[src/sv/metx_pkg.sv]
// ---------------------------------------------------------------------------
// metx_pkg: shared types and constants for the mouse event to X10 report block
// Holds the beat payload structs, event codes, register indexes, report bytes
// and the control state encoding.
// ---------------------------------------------------------------------------
package metx_pkg;

    // Input beat: one evdev-style event
    typedef struct packed {
        logic [4:0]         event_type;
        logic [9:0]         event_code;
        logic signed [15:0] event_value;
    } t_evt_in;

    // Output beat: one report byte
    typedef struct packed {
        logic [7:0] out_byte;
        logic       last_byte;
    } t_rpt_out;

    // Control states
    typedef enum logic [1:0] {
        ST_IDLE,
        ST_DIV,
        ST_SEND
    } t_state;

    // Event types and codes
    localparam logic [4:0] EV_KEY_TYPE    = 5'd1;
    localparam logic [4:0] EV_REL_TYPE    = 5'd2;
    localparam logic [9:0] CODE_REL_X     = 10'd0;
    localparam logic [9:0] CODE_REL_Y     = 10'd1;
    localparam logic [9:0] CODE_WHEEL     = 10'd8;
    localparam logic [9:0] CODE_BTN_FIRST = 10'h110;
    localparam logic [9:0] CODE_BTN_LAST  = 10'h116;

    // Register port
    localparam int CFG_IDX_W  = 3;
    localparam int CFG_DATA_W = 8;
    localparam logic [CFG_IDX_W-1:0] CFG_REPORT_ENABLE = 3'd0;
    localparam logic [CFG_IDX_W-1:0] CFG_CELL_WIDTH    = 3'd1;
    localparam logic [CFG_IDX_W-1:0] CFG_CELL_HEIGHT   = 3'd2;
    localparam logic [CFG_IDX_W-1:0] CFG_SCREEN_COLS   = 3'd3;
    localparam logic [CFG_IDX_W-1:0] CFG_SCREEN_ROWS   = 3'd4;

    // Register defaults
    localparam logic [7:0] RST_CELL_WIDTH  = 8'd8;
    localparam logic [7:0] RST_CELL_HEIGHT = 8'd16;
    localparam logic [7:0] RST_SCREEN_COLS = 8'd80;
    localparam logic [7:0] RST_SCREEN_ROWS = 8'd25;

    // Report bytes
    localparam logic [7:0] BYTE_ESC     = 8'h1B;
    localparam logic [7:0] BYTE_LBRACK  = 8'h5B;
    localparam logic [7:0] BYTE_M       = 8'h4D;
    localparam logic [7:0] BYTE_OFFSET  = 8'd32;
    localparam logic [7:0] BYTE_RELEASE = 8'd64;
    localparam logic [7:0] WHEEL_UP     = 8'd4;
    localparam logic [7:0] WHEEL_DOWN   = 8'd5;
    localparam int         REPORT_BYTES = 6;

endpackage

[src/sv/metx_cell_div.sv]
// ---------------------------------------------------------------------------
// metx_cell_div: bit-serial pixel to cell converter
// Restoring divide of the pixel position by the cell size, one quotient bit
// per cycle, then a clamp of the quotient to the last cell of the screen.
// ---------------------------------------------------------------------------
module metx_cell_div #(
    parameter int COORD_BITS = 16
) (
    input  logic                  i_clk,
    input  logic                  i_rst_n,
    input  logic                  i_start,
    input  logic [COORD_BITS-1:0] i_pix,
    input  logic [7:0]            i_size,
    input  logic [7:0]            i_limit,
    output logic                  o_done,
    output logic [7:0]            o_cell
);
    import metx_pkg::*;

    localparam int CNT_W = $clog2(COORD_BITS + 1);

    logic [COORD_BITS-1:0] r_quo;
    logic [7:0]            r_rem;
    logic [CNT_W-1:0]      r_cnt;
    logic                  r_busy;
    logic                  r_done;

    logic [7:0]            size_eff;
    logic [7:0]            limit_eff;
    logic [8:0]            rem_sh;
    logic [9:0]            diff;
    logic                  q_bit;

    // Treat a zero divisor or zero screen size as one
    assign size_eff  = (i_size == 8'd0) ? 8'd1 : i_size;
    assign limit_eff = (i_limit == 8'd0) ? 8'd1 : i_limit;

    // One restoring step: shift in the next dividend bit, trial subtract
    assign rem_sh = {r_rem, r_quo[COORD_BITS-1]};
    assign diff   = {1'b0, rem_sh} - {2'b00, size_eff};
    assign q_bit  = ~diff[9];

    // Advance the divide
    always_ff @(posedge i_clk) begin
        if (!i_rst_n) begin
            r_busy <= 1'b0;
            r_done <= 1'b0;
            r_cnt  <= '0;
        end else begin
            r_done <= r_busy && (r_cnt == CNT_W'(1));
            if (i_start) begin
                r_busy <= 1'b1;
                r_cnt  <= CNT_W'(COORD_BITS);
            end else if (r_busy) begin
                r_cnt <= r_cnt - CNT_W'(1);
                if (r_cnt == CNT_W'(1)) begin
                    r_busy <= 1'b0;
                end
            end
        end
    end

    // Dividend shifts out as quotient bits shift in
    always_ff @(posedge i_clk) begin
        if (i_start) begin
            r_quo <= i_pix;
            r_rem <= 8'd0;
        end else if (r_busy) begin
            r_quo <= {r_quo[COORD_BITS-2:0], q_bit};
            r_rem <= q_bit ? diff[7:0] : rem_sh[7:0];
        end
    end

    // Clamp to the last cell
    assign o_done = r_done;
    assign o_cell = (r_quo >= COORD_BITS'(limit_eff)) ? (limit_eff - 8'd1) : r_quo[7:0];

endmodule

[src/sv/mouse_event_to_x10_report.sv]
// Order: a motion or ignored event is taken while idle; a reporting event runs
// the bit-serial cell divide before the first byte is shown.
// One item at a time: no new event is taken until the cell divide, one bit per
// cycle, and the six output beats, each held by i_ready, are done.
// Reset: synchronous active low; clears the pointer, loads register defaults.
// ---------------------------------------------------------------------------
// mouse_event_to_x10_report: evdev mouse events to X10 terminal reports
// Tracks a saturating pixel pointer and, on button or wheel events with reporting
// enabled, sends ESC [ M, button byte, column byte and row byte, one byte per beat.
// ---------------------------------------------------------------------------
module mouse_event_to_x10_report #(
    parameter int COORD_BITS = 16
) (
    input  logic                                 i_clk,
    input  logic                                 i_rst_n,
    input  logic                                 i_valid,
    output logic                                 o_ready,
    input  metx_pkg::t_evt_in                    i_data,
    output logic                                 o_valid,
    input  logic                                 i_ready,
    output metx_pkg::t_rpt_out                   o_data,
    input  logic                                 i_cfg_we,
    input  logic [metx_pkg::CFG_IDX_W-1:0]       i_cfg_idx,
    input  logic [metx_pkg::CFG_DATA_W-1:0]      i_cfg_data
);
    import metx_pkg::*;

    localparam int SUM_W = ((COORD_BITS > 16) ? COORD_BITS : 16) + 2;
    localparam int SH_W  = 8 * REPORT_BYTES;

    // Configuration registers
    logic       r_report_enable;
    logic [7:0] r_cell_width;
    logic [7:0] r_cell_height;
    logic [7:0] r_screen_cols;
    logic [7:0] r_screen_rows;

    // Pointer and control
    logic [COORD_BITS-1:0] r_ptr_x;
    logic [COORD_BITS-1:0] r_ptr_y;
    t_state                r_state;
    t_state                n_state;
    logic [7:0]            r_btn_byte;
    logic [SH_W-1:0]       r_shift;
    logic [2:0]            r_idx;

    logic                  in_fire;
    logic                  out_fire;
    logic                  is_rel;
    logic                  is_key;
    logic                  is_wheel;
    logic                  is_btn;
    logic                  do_report;
    logic [7:0]            btn_num;
    logic [7:0]            btn_byte;
    logic                  move_x;
    logic                  move_y;
    logic [COORD_BITS-1:0] cur_pos;
    logic signed [SUM_W-1:0] sum;
    logic [COORD_BITS-1:0] new_pos;
    logic                  div_done_x;
    logic                  div_done_y;
    logic [7:0]            cell_x;
    logic [7:0]            cell_y;

    assign in_fire  = i_valid && o_ready;
    assign out_fire = o_valid && i_ready;

    // Decode the event
    assign is_rel    = (i_data.event_type == EV_REL_TYPE);
    assign is_key    = (i_data.event_type == EV_KEY_TYPE);
    assign is_wheel  = is_rel && (i_data.event_code == CODE_WHEEL);
    assign is_btn    = is_key && (i_data.event_code >= CODE_BTN_FIRST)
                       && (i_data.event_code <= CODE_BTN_LAST);
    assign move_x    = is_rel && (i_data.event_code == CODE_REL_X);
    assign move_y    = is_rel && (i_data.event_code == CODE_REL_Y);
    assign do_report = r_report_enable && (is_wheel || is_btn);

    // Form the button byte
    assign btn_num = 8'(i_data.event_code - CODE_BTN_FIRST) + 8'd1;
    always_comb begin
        if (is_wheel) begin
            btn_byte = BYTE_OFFSET + ((i_data.event_value > 16'sd0) ? WHEEL_UP : WHEEL_DOWN);
        end else begin
            btn_byte = BYTE_OFFSET + btn_num
                       + ((i_data.event_value == 16'sd0) ? BYTE_RELEASE : 8'd0);
        end
    end

    // Add motion, floor at zero, saturate at full scale
    assign cur_pos = move_x ? r_ptr_x : r_ptr_y;
    assign sum = $signed({{(SUM_W-COORD_BITS){1'b0}}, cur_pos})
               + $signed({{(SUM_W-16){i_data.event_value[15]}}, i_data.event_value});
    always_comb begin
        if (sum[SUM_W-1]) begin
            new_pos = '0;
        end else if (sum[SUM_W-2:COORD_BITS] != '0) begin
            new_pos = '1;
        end else begin
            new_pos = sum[COORD_BITS-1:0];
        end
    end

    // Cell dividers, run side by side
    metx_cell_div #(.COORD_BITS(COORD_BITS)) u_div_x (
        .i_clk   (i_clk),
        .i_rst_n (i_rst_n),
        .i_start (in_fire && do_report),
        .i_pix   (r_ptr_x),
        .i_size  (r_cell_width),
        .i_limit (r_screen_cols),
        .o_done  (div_done_x),
        .o_cell  (cell_x)
    );

    metx_cell_div #(.COORD_BITS(COORD_BITS)) u_div_y (
        .i_clk   (i_clk),
        .i_rst_n (i_rst_n),
        .i_start (in_fire && do_report),
        .i_pix   (r_ptr_y),
        .i_size  (r_cell_height),
        .i_limit (r_screen_rows),
        .o_done  (div_done_y),
        .o_cell  (cell_y)
    );

    // Next state and handshake outputs
    always_comb begin
        n_state = r_state;
        o_ready = 1'b0;
        o_valid = 1'b0;
        case (r_state)
            ST_IDLE: begin
                o_ready = 1'b1;
                if (i_valid && do_report) begin
                    n_state = ST_DIV;
                end
            end
            ST_DIV: begin
                if (div_done_x) begin
                    n_state = ST_SEND;
                end
            end
            ST_SEND: begin
                o_valid = 1'b1;
                if (i_ready && (r_idx == 3'(REPORT_BYTES - 1))) begin
                    n_state = ST_IDLE;
                end
            end
            default: begin
                n_state = ST_IDLE;
            end
        endcase
    end

    // Hold the state
    always_ff @(posedge i_clk) begin
        if (!i_rst_n) begin
            r_state <= ST_IDLE;
        end else begin
            r_state <= n_state;
        end
    end

    // Write configuration registers
    always_ff @(posedge i_clk) begin
        if (!i_rst_n) begin
            r_report_enable <= 1'b0;
            r_cell_width    <= RST_CELL_WIDTH;
            r_cell_height   <= RST_CELL_HEIGHT;
            r_screen_cols   <= RST_SCREEN_COLS;
            r_screen_rows   <= RST_SCREEN_ROWS;
        end else if (i_cfg_we) begin
            case (i_cfg_idx)
                CFG_REPORT_ENABLE: r_report_enable <= i_cfg_data[0];
                CFG_CELL_WIDTH:    r_cell_width    <= i_cfg_data;
                CFG_CELL_HEIGHT:   r_cell_height   <= i_cfg_data;
                CFG_SCREEN_COLS:   r_screen_cols   <= i_cfg_data;
                CFG_SCREEN_ROWS:   r_screen_rows   <= i_cfg_data;
                default: begin
                end
            endcase
        end
    end

    // Update the pointer on motion beats
    always_ff @(posedge i_clk) begin
        if (!i_rst_n) begin
            r_ptr_x <= '0;
            r_ptr_y <= '0;
        end else if (in_fire) begin
            if (move_x) begin
                r_ptr_x <= new_pos;
            end
            if (move_y) begin
                r_ptr_y <= new_pos;
            end
        end
    end

    // Load the report and shift it out one byte per beat
    always_ff @(posedge i_clk) begin
        if (in_fire) begin
            r_btn_byte <= btn_byte;
        end
        if (r_state == ST_DIV && div_done_x) begin
            r_shift <= {BYTE_ESC, BYTE_LBRACK, BYTE_M, r_btn_byte,
                        BYTE_OFFSET + cell_x, BYTE_OFFSET + cell_y};
        end else if (out_fire) begin
            r_shift <= {r_shift[SH_W-9:0], 8'd0};
        end
    end

    // Count bytes of the report
    always_ff @(posedge i_clk) begin
        if (!i_rst_n) begin
            r_idx <= 3'd0;
        end else if (r_state == ST_DIV) begin
            r_idx <= 3'd0;
        end else if (out_fire) begin
            r_idx <= r_idx + 3'd1;
        end
    end

    assign o_data.out_byte  = r_shift[SH_W-1:SH_W-8];
    assign o_data.last_byte = (r_idx == 3'(REPORT_BYTES - 1));

    // Checks
    a_no_overlap: assert property (@(posedge i_clk) disable iff (!i_rst_n)
        o_valid |-> !o_ready)
        else $error("input taken while a report is in flight");

    a_divs_agree: assert property (@(posedge i_clk) disable iff (!i_rst_n)
        div_done_x == div_done_y)
        else $error("cell dividers out of step");

    a_report_starts: assert property (@(posedge i_clk) disable iff (!i_rst_n)
        (in_fire && do_report) |=> (r_state == ST_DIV))
        else $error("reporting event did not start a divide");

    a_last_ends: assert property (@(posedge i_clk) disable iff (!i_rst_n)
        (out_fire && o_data.last_byte) |=> (r_state == ST_IDLE))
        else $error("report did not end after the last byte");

endmodule
[config.mk]
export PLATFORM = sky130hd
export DESIGN_NAME = mouse_event_to_x10_report
export DESIGN_NICKNAME = d
export VERILOG_FILES = /design/src/sv/metx_pkg.sv /design/src/sv/metx_cell_div.sv /design/src/sv/mouse_event_to_x10_report.sv
export SDC_FILE = /design/constraint.sdc
export NUM_CORES = 1
export LEC_CHECK = 0
export ABC_AREA = 1
export BUFFER_PORTS_ARGS = -buffer_cell sky130_fd_sc_hd__buf_2
export CORE_MARGIN = 8
export CORE_UTILIZATION = 55
export CTS_CLUSTER_SIZE = 40
export DETAILED_ROUTE_END_ITERATION = 16
export HOLD_SLACK_MARGIN = 0.02
export PLACE_DENSITY = 0.76
export SYNTH_ARGS = -nofsm -noshare
export SYNTH_HDL_FRONTEND = slang
export SYNTH_SLANG_ARGS = --single-unit
[constraint.sdc]
create_clock -name i_clk -period 3.01 [get_ports i_clk]
set_clock_uncertainty 0.05 [all_clocks]
set_input_delay 0.1505 -clock i_clk [delete_from_list [all_inputs] [get_ports i_clk]]
set_output_delay 0.1505 -clock i_clk [all_outputs]
set_load 0.005 [all_outputs]
Word level (Yosys, flattened, before mapping)
Index checks and enable logic that the tools add are counted.
{"block": "classes", "add_sub_neg": 15, "magnitude_cmp": 5, "n_eq_ne": 16, "mux": 36, "bitwise_logic": 3, "n_reduce_logical": 35}
{"op": "two-way mux 16 bit", "n": 7}
{"op": "two-way mux 8 bit", "n": 9}
{"op": "two-way mux 24 bit", "n": 2}
{"op": "greater-or-equal comparator 16 x 8 -> 1 bit", "n": 2}
{"op": "zero test 8 bit", "n": 4}
{"op": "adder 6 x 8 -> 8 bit, first input constant", "n": 3}
{"op": "two-way mux 5 bit", "n": 4}
{"op": "subtractor 9 x 8 -> 10 bit", "n": 2}
{"op": "adder 17 x 16 -> 18 bit", "n": 1}
{"op": "> comparator 16 x 1 -> 1 bit, second input constant", "n": 1}
{"op": "zero test 16 bit", "n": 1}
{"op": "subtractor 8 x 1 -> 8 bit, second input constant", "n": 2}
{"op": "equality test 5 x 1 -> 1 bit, second input constant", "n": 3}
{"op": "AND reduction 2 bit", "n": 7}
{"op": "logical AND 1 bit", "n": 13}
{"op": "equality test 10 x 1 -> 1 bit, second input constant", "n": 1}
{"op": "equality test 10 x 4 -> 1 bit, second input constant", "n": 1}
{"op": "greater-or-equal comparator 10 x 9 -> 1 bit, second input constant", "n": 1}
{"op": "less-or-equal comparator 10 x 9 -> 1 bit, second input constant", "n": 1}
{"op": "zero test 10 bit", "n": 1}
{"op": "subtractor 5 x 1 -> 5 bit, second input constant", "n": 2}
{"op": "two-way mux 1 bit", "n": 9}
{"op": "adder 8 x 1 -> 8 bit, second input constant", "n": 1}
{"op": "adder 8 x 7 -> 8 bit", "n": 1}
{"op": "other kinds (21)", "n": 31}
{"block": "word_totals", "register_bits": 187, "inputBits": 47, "out_inout_bits": 11, "word_cells": 133}

Depth between registers and ports, before layout
{"block": "logic_depth", "word_depth": 8, "ltp_mapped": 24, "depth_no_buf": 21}

By module
Synthesis repeated with hierarchy kept, for this count alone.
{"block": "hier_totals", "hier_cells": 1537, "area_unflattened_um2": 11294.6}
{"module": "mouse_event_to_x10_report", "n_inst": 1, "cells_per_inst": 875, "area_each_um2": 6613.8, "seq_area_each_um2": 2842.7}
{"module": "metx_cell_div at u_div_x", "n_inst": 1, "cells_per_inst": 332, "area_each_um2": 2348.5, "seq_area_each_um2": 780.7}
{"module": "metx_cell_div at u_div_y", "n_inst": 1, "cells_per_inst": 330, "area_each_um2": 2332.2, "seq_area_each_um2": 780.7}

Worst setup path after synthesis
OpenSTA, ideal clock, no wires.
{"block": "synth_timing", "path_type": "input to register", "start": "input i_data[21] (netlist name)", "end": "register r_ptr_y[10]", "arrival_time_ns": 2.868, "slack_ns": -0.027, "path_stages": 23, "path_cell_list": "buf_2 nor3_2 nand2_1 nor2_4 nand4_2 clkbuf_1 a21oi_1 ha_1 inv_1 fa_1 inv_1 nand3_1 nand2_1 nand2_1 nand2_1 nand2_1 nand2_1 nand2_1 nand2_1 buf_2 nand2_1 nand2_1 a21oi_1"}
{"block": "synth_via", "elab_chain_cells": 6, "word_cells_on_any_way": 9, "classes_between": "1 x add/sub; 1 x eq/ne; 3 x mux; 4 x reduce/logical"}
{"item": "start, declared", "line": "mouse_event_to_x10_report.sv:18", "source": "input metx_pkg::t_evt_in i_data,"}
{"item": "zero test 10 bit", "line": "mouse_event_to_x10_report.sv:75", "source": "assign move_x = is_rel && (i_data.event_code == CODE_REL_X);"}
{"item": "logical AND 1 bit", "line": "mouse_event_to_x10_report.sv:75"}
{"item": "two-way mux 16 bit", "line": "mouse_event_to_x10_report.sv:91", "source": "assign cur_pos = move_x ? r_ptr_x : r_ptr_y;"}
{"item": "adder 17 x 16 -> 18 bit", "line": "mouse_event_to_x10_report.sv:93", "source": "+ $signed({{(SUM_W-16){i_data.event_value[15]}}, i_data.event_value});"}
{"item": "two-way mux 16 bit", "line": "mouse_event_to_x10_report.sv:97", "source": "end else if (sum[SUM_W-2:COORD_BITS] != '0) begin"}
{"item": "two-way mux 16 bit", "line": "mouse_event_to_x10_report.sv:95", "source": "if (sum[SUM_W-1]) begin"}
{"item": "end signal, assigned", "line": "mouse_event_to_x10_report.sv:196", "source": "r_ptr_y <= new_pos;"}
{"item": "end, declared", "line": "mouse_event_to_x10_report.sv:40", "source": "logic [COORD_BITS-1:0] r_ptr_y;"}
Parallel ways exist; a longest one is shown, timed or not.
A chain may end at the register's enable or synchronous reset.

Final worst setup path
{"block": "layout_timing", "start": "register r_screen_rows[4]", "end": "register r_shift[7], data pin"}
{"block": "layout_via", "elab_chain_cells": 6, "word_cells_on_any_way": 7, "classes_between": "2 x add/sub; 1 x order compare; 3 x mux; 1 x reduce/logical"}
{"item": "start, declared", "line": "mouse_event_to_x10_report.sv:36", "source": "logic [7:0] r_screen_rows;"}
{"item": "start signal, assigned", "line": "mouse_event_to_x10_report.sv:179", "source": "CFG_SCREEN_ROWS: r_screen_rows <= i_cfg_data;"}
{"item": "zero test 8 bit", "line": "metx_cell_div.sv:36", "source": "assign limit_eff = (i_limit == 8'd0) ? 8'd1 : i_limit;"}
{"item": "two-way mux 8 bit *", "line": "metx_cell_div.sv:36"}
{"item": "greater-or-equal comparator 16 x 8 -> 1 bit or subtractor 8 x 1 -> 8 bit (tied branches)", "line": "metx_cell_div.sv:76", "source": "assign o_cell = (r_quo >= COORD_BITS'(limit_eff)) ? (limit_eff - 8'd1) : r_quo[7:0];"}
{"item": "two-way mux 8 bit *", "line": "metx_cell_div.sv:76"}
{"item": "adder 6 x 8 -> 8 bit *", "line": "mouse_event_to_x10_report.sv:208", "source": "BYTE_OFFSET + cell_x, BYTE_OFFSET + cell_y};"}
{"item": "two-way mux 24 bit *", "line": "mouse_event_to_x10_report.sv:206", "source": "if (r_state == ST_DIV && div_done_x) begin"}
{"item": "end signal, assigned", "line": "mouse_event_to_x10_report.sv:207", "source": "r_shift <= {BYTE_ESC, BYTE_LBRACK, BYTE_M, r_btn_byte,"}
{"item": "end signal, assigned", "line": "mouse_event_to_x10_report.sv:210", "source": "r_shift <= {r_shift[SH_W-9:0], 8'd0};"}
{"item": "end, declared", "line": "mouse_event_to_x10_report.sv:44", "source": "logic [SH_W-1:0] r_shift;"}
Mark *: on every way between the ends. The rest lies on a longest branch, timed or not.

==> results by group <==
Worst setup path
  • Critical Path Source Type: register
  • Critical path class: register to register
  • CP Capture Type: register
  • Arrival @ worst endpoint: 2950 ps
  • Flop2flop setup slack: 210 ps
  • CP peak stage delay: 330 ps
  • Crit-path slowest cell: dfxtp_1
  • CP cell instances: inv_1 > nand2_1 > nor2_2 > nand4_1 > nand2_2 > ha_1 > inv_1 > a21oi_1 > o21ai_0 > nand2_1 > nand4_1 > or2_2 > and2_1 > ha_1 > inv_1 > nand3_1 > nand2_1 > nor2_1
  • Crit Path Max Fanout: 3
  • CP Data Required Time: roughly 3200 ps

Global routing
  • GRT overflow: 0
  • First-pass GRT wire length: slightly above 40000 um
  • Initial antenna violation count: 0
  • Number of global-route vias before repair: between 8000 and 9000
  • Largest net degree at the start of global routing: 45
  • Gr usage total: roughly a fifth

Synth
  • Seq cells post-synth: around 190
  • Synthesis Warnings: 0
  • EDFF count, synth: 64
  • Synth unique cells: 41
  • Post-Synthesis Cells: roughly 1500
  • Post-synthesis sequential area ratio: 40.8%
  • Async S/R FF share, synth: 0%
  • Mapped Nets: roughly 1600
  • Biggest area consumer among synthesized cells: dfxtp_1
  • Top cell type's share of synthesized area: a little under a quarter
  • Synth Cell Area: about 11000 um^2
  • Most used DFF post-synth: dfxtp_1
  • Main area contributors after synthesis: dfxtp_1 (23%), edfxtp_1 (18%), nand2_1 (14%), ha_1 (7.3%), inv_1 (6.5%)
  • Synth Area per Inst: approximately 7.4 um^2

Place
  • HPWL Detailed: ~19000 um
  • Placed Cells: roughly 1800
  • GP Congestion: ~0.95
  • Post-Place Cell Area: approximately 11000 um^2
  • Port Buf Inserts: between 50 and 60

Final layout
  • Non-Filler Instances: roughly 1800
  • Nets: around 1600
  • # fillers: 1759
  • Final Instance Area: about 12000 um^2
  • Antenna Diode Count: 0
  • Area Growth Syn to Fin: 11.6%
  • Share of layout cells above drive strength 1: under 10%
  • Register Area: ~4400 um^2
  • Footprint of the multi-input gates: roughly 5400 um^2

Power
  • Switching pwr: ~1.4 mW
  • Reg power frac: 50.4%
  • Total power: 5.33 mW
  • Sw frac: approximately 26%
  • P_int: about 3.9 mW
  • Max IR drop VDD: between 0.3 and 0.4 mV
  • Comb power frac: ~8.9%
  • PD cells: around 440 nW/um^2
  • Static leakage: 5.68 nW
  • Clock Power Share: 40.6%

Detailed routing
  • Vias: 9527
  • Starting DRT DRC Count: between 600 and 700
  • Post-DRT Antenna Nets: 0
  • Router iterations before antenna repair: 5
  • Drt wl/cell: ~14 um
  • # DRC: 0
  • Drt via density: 5.31
  • Routed WL: around 25000 um

Clock tree
  • H-tree depth: 4
  • Worst skew pair latency: between 400 and 500 ps
  • Clock slew at reported path FFs: about 70 ps
  • Num CTS Buffers: 17
  • CTS tree: done
  • CTS Buffer Depth: 2
  • Clock sink count: 187
  • Clock root buffer: clkbuf_16

Timing
  • Setup TNS: 0 ps
  • Final setup viols: 0
  • Final Hold Viols: 0
  • Fmax: 357 MHz
  • Final min period: approximately 2800 ps
  • Pins Over Slew Limit: 0
  • Headroom to the max-slew limit: between 50% and 60%
  • Worst Max-Slew Pin Slew: 646 ps
  • Fin crit share: between 90% and 100%

Floorplan
  • Initial Utilization: approximately 56%
  • Die height: between 150 and 200 um
  • Core Footprint: between 15000 and 20000 um^2
  • Rows: 51
  • I/O Pins: between 50 and 60
  • Die ar.: around 24000 um^2
  • Die X: between 150 and 200 um

Min path
  • Worst hold path class: input port to register

Run status
  • Status: complete, no violations

Job
  • Max-cap viol count: 0
[Yosys cell counts (all sizes together), types with 6 or more instances]
library cell  count
o211ai            9
nand4            26
dfxtp           123
nor3             15
o21ai           107
xor2             17
nand2           412
clkbuf           37
buf              26
nand3            95
edfxtp           64
a21oi           130
nor4              7
inv             185
ha               63
or2               6
xnor2            13
nor2             87
nand3b           17
[through the flow]
stage | utilization [%] | setup slack [ps] | hold WS, ps
floorplan | - | 3.53 | 227
global placement | 58.6 | 82.9 | 382
detailed placement | 58.6 | -2.01 | 386
CTS | 61.8 | 105 | 21.6
global route | 62.0 | -1.34 | 29.9
finish | 62.0 | 207 | 41.5
[final cells by class]
type	count	area share, %
clock buffers	17	3.55
clock inverters	15	1.20
inverters	186	5.83
multi-input cells	1025	44.7
flip-flops and latches	187	36.6
well taps	265	2.77
repair buffers	98	5.37
[cells by family (layout without fill, tap and decap cells)]
kind of cell / Yosys count / after routing / synth area share, %
compound gates: 261 / 261 / 12.7
flops: 187 / 187 / 40.8
simple gates: 668 / 668 / 26.7
buf+inv: 249 / 316 / 9.42
fa+ha+maj: 66 / 66 / 7.90
xor+xnor: 30 / 30 / 2.45
[worst max-delay path: cells and delay by family, from the launching register on]
family          cells  cell delay [ps]
fa+ha+maj           2              340
simple gates       11             1390
buf+inv             3              240
flops               1              330
compound gates      2              210
[worst paths after layout]
check	start	end	cells past startpoint
worst max-delay path	r_screen_rows[4]	r_shift[7]	18
worst min-delay path	i_cfg_idx[2]	r_report_enable	4
worst max register to register	r_screen_rows[4]	r_shift[7]	18
worst min register to register	r_shift[16]	r_shift[24]	2
[power by group through the flow]
| stage | logic [mW] | clock network, mW | registers [mW] |
|---|---|---|---|
| finish | 0.476 | 2.16 | 2.69 |
| global route | 0.536 | 2.32 | 2.69 |
| CTS | 0.472 | 2.20 | 2.68 |
| detailed placement | 0.463 | 0 | 2.74 |
| global placement | 0.452 | 0 | 2.74 |
| floorplan | 0.322 | 0 | 2.73 |
[state kept, by name, summed over array words and instances, names as in the netlist]
register,flops
u_div_x.r_cnt,5
u_div_y.r_busy,1
r_shift,48
u_div_x.r_busy,1
r_state,2
r_idx,3
r_btn_byte,8
r_report_enable,1
u_div_x.o_done,1
u_div_x.r_rem,8
u_div_y.r_rem,8
r_screen_cols,8
r_ptr_x,16
u_div_y.r_quo,16
u_div_y.r_cnt,5
r_cell_width,8
r_cell_height,8
r_screen_rows,8
r_ptr_y,16
u_div_x.r_quo,16
[per-layer routing]
layer	wire length [um]	global-route usage [%]	up-vias
met4	454	7.07	0
met5	0	0	-
met2	11900	35.8	240
met3	1230	3.63	44
li1	-	-	4902
met1	11400	26.1	4341
[cell usage in the layout, fill, tap and decap left out, types with 3 or more instances in the layout]
master	n
a21o_1	3
a21oi_1	130
a31oi_1	5
buf_12	3
buf_2	57
buf_4	33
clkbuf_16	17
clkinv_4	3
dfxtp_1	123
dlygate4sd3_1	5
edfxtp_1	64
fa_1	3
ha_1	63
inv_1	183
inv_6	5
inv_8	4
nand2_1	405
nand2_2	5
nand3_1	94
nand3b_1	17
nand4_1	25
nor2_1	82
nor2_2	4
nor3_1	14
nor4_1	7
o211ai_1	9
o21ai_0	84
o21ai_1	22
or2_2	6
xnor2_1	13
xor2_1	17
[repair_timing]
item,CTS,global route
hold buffers,5,0
setup endpoints to repair,0,4
hold endpoints to repair,4,0
resized for setup,0,7
buffers inserted,0,2
Note: power is estimated with default switching activity, not from simulation.
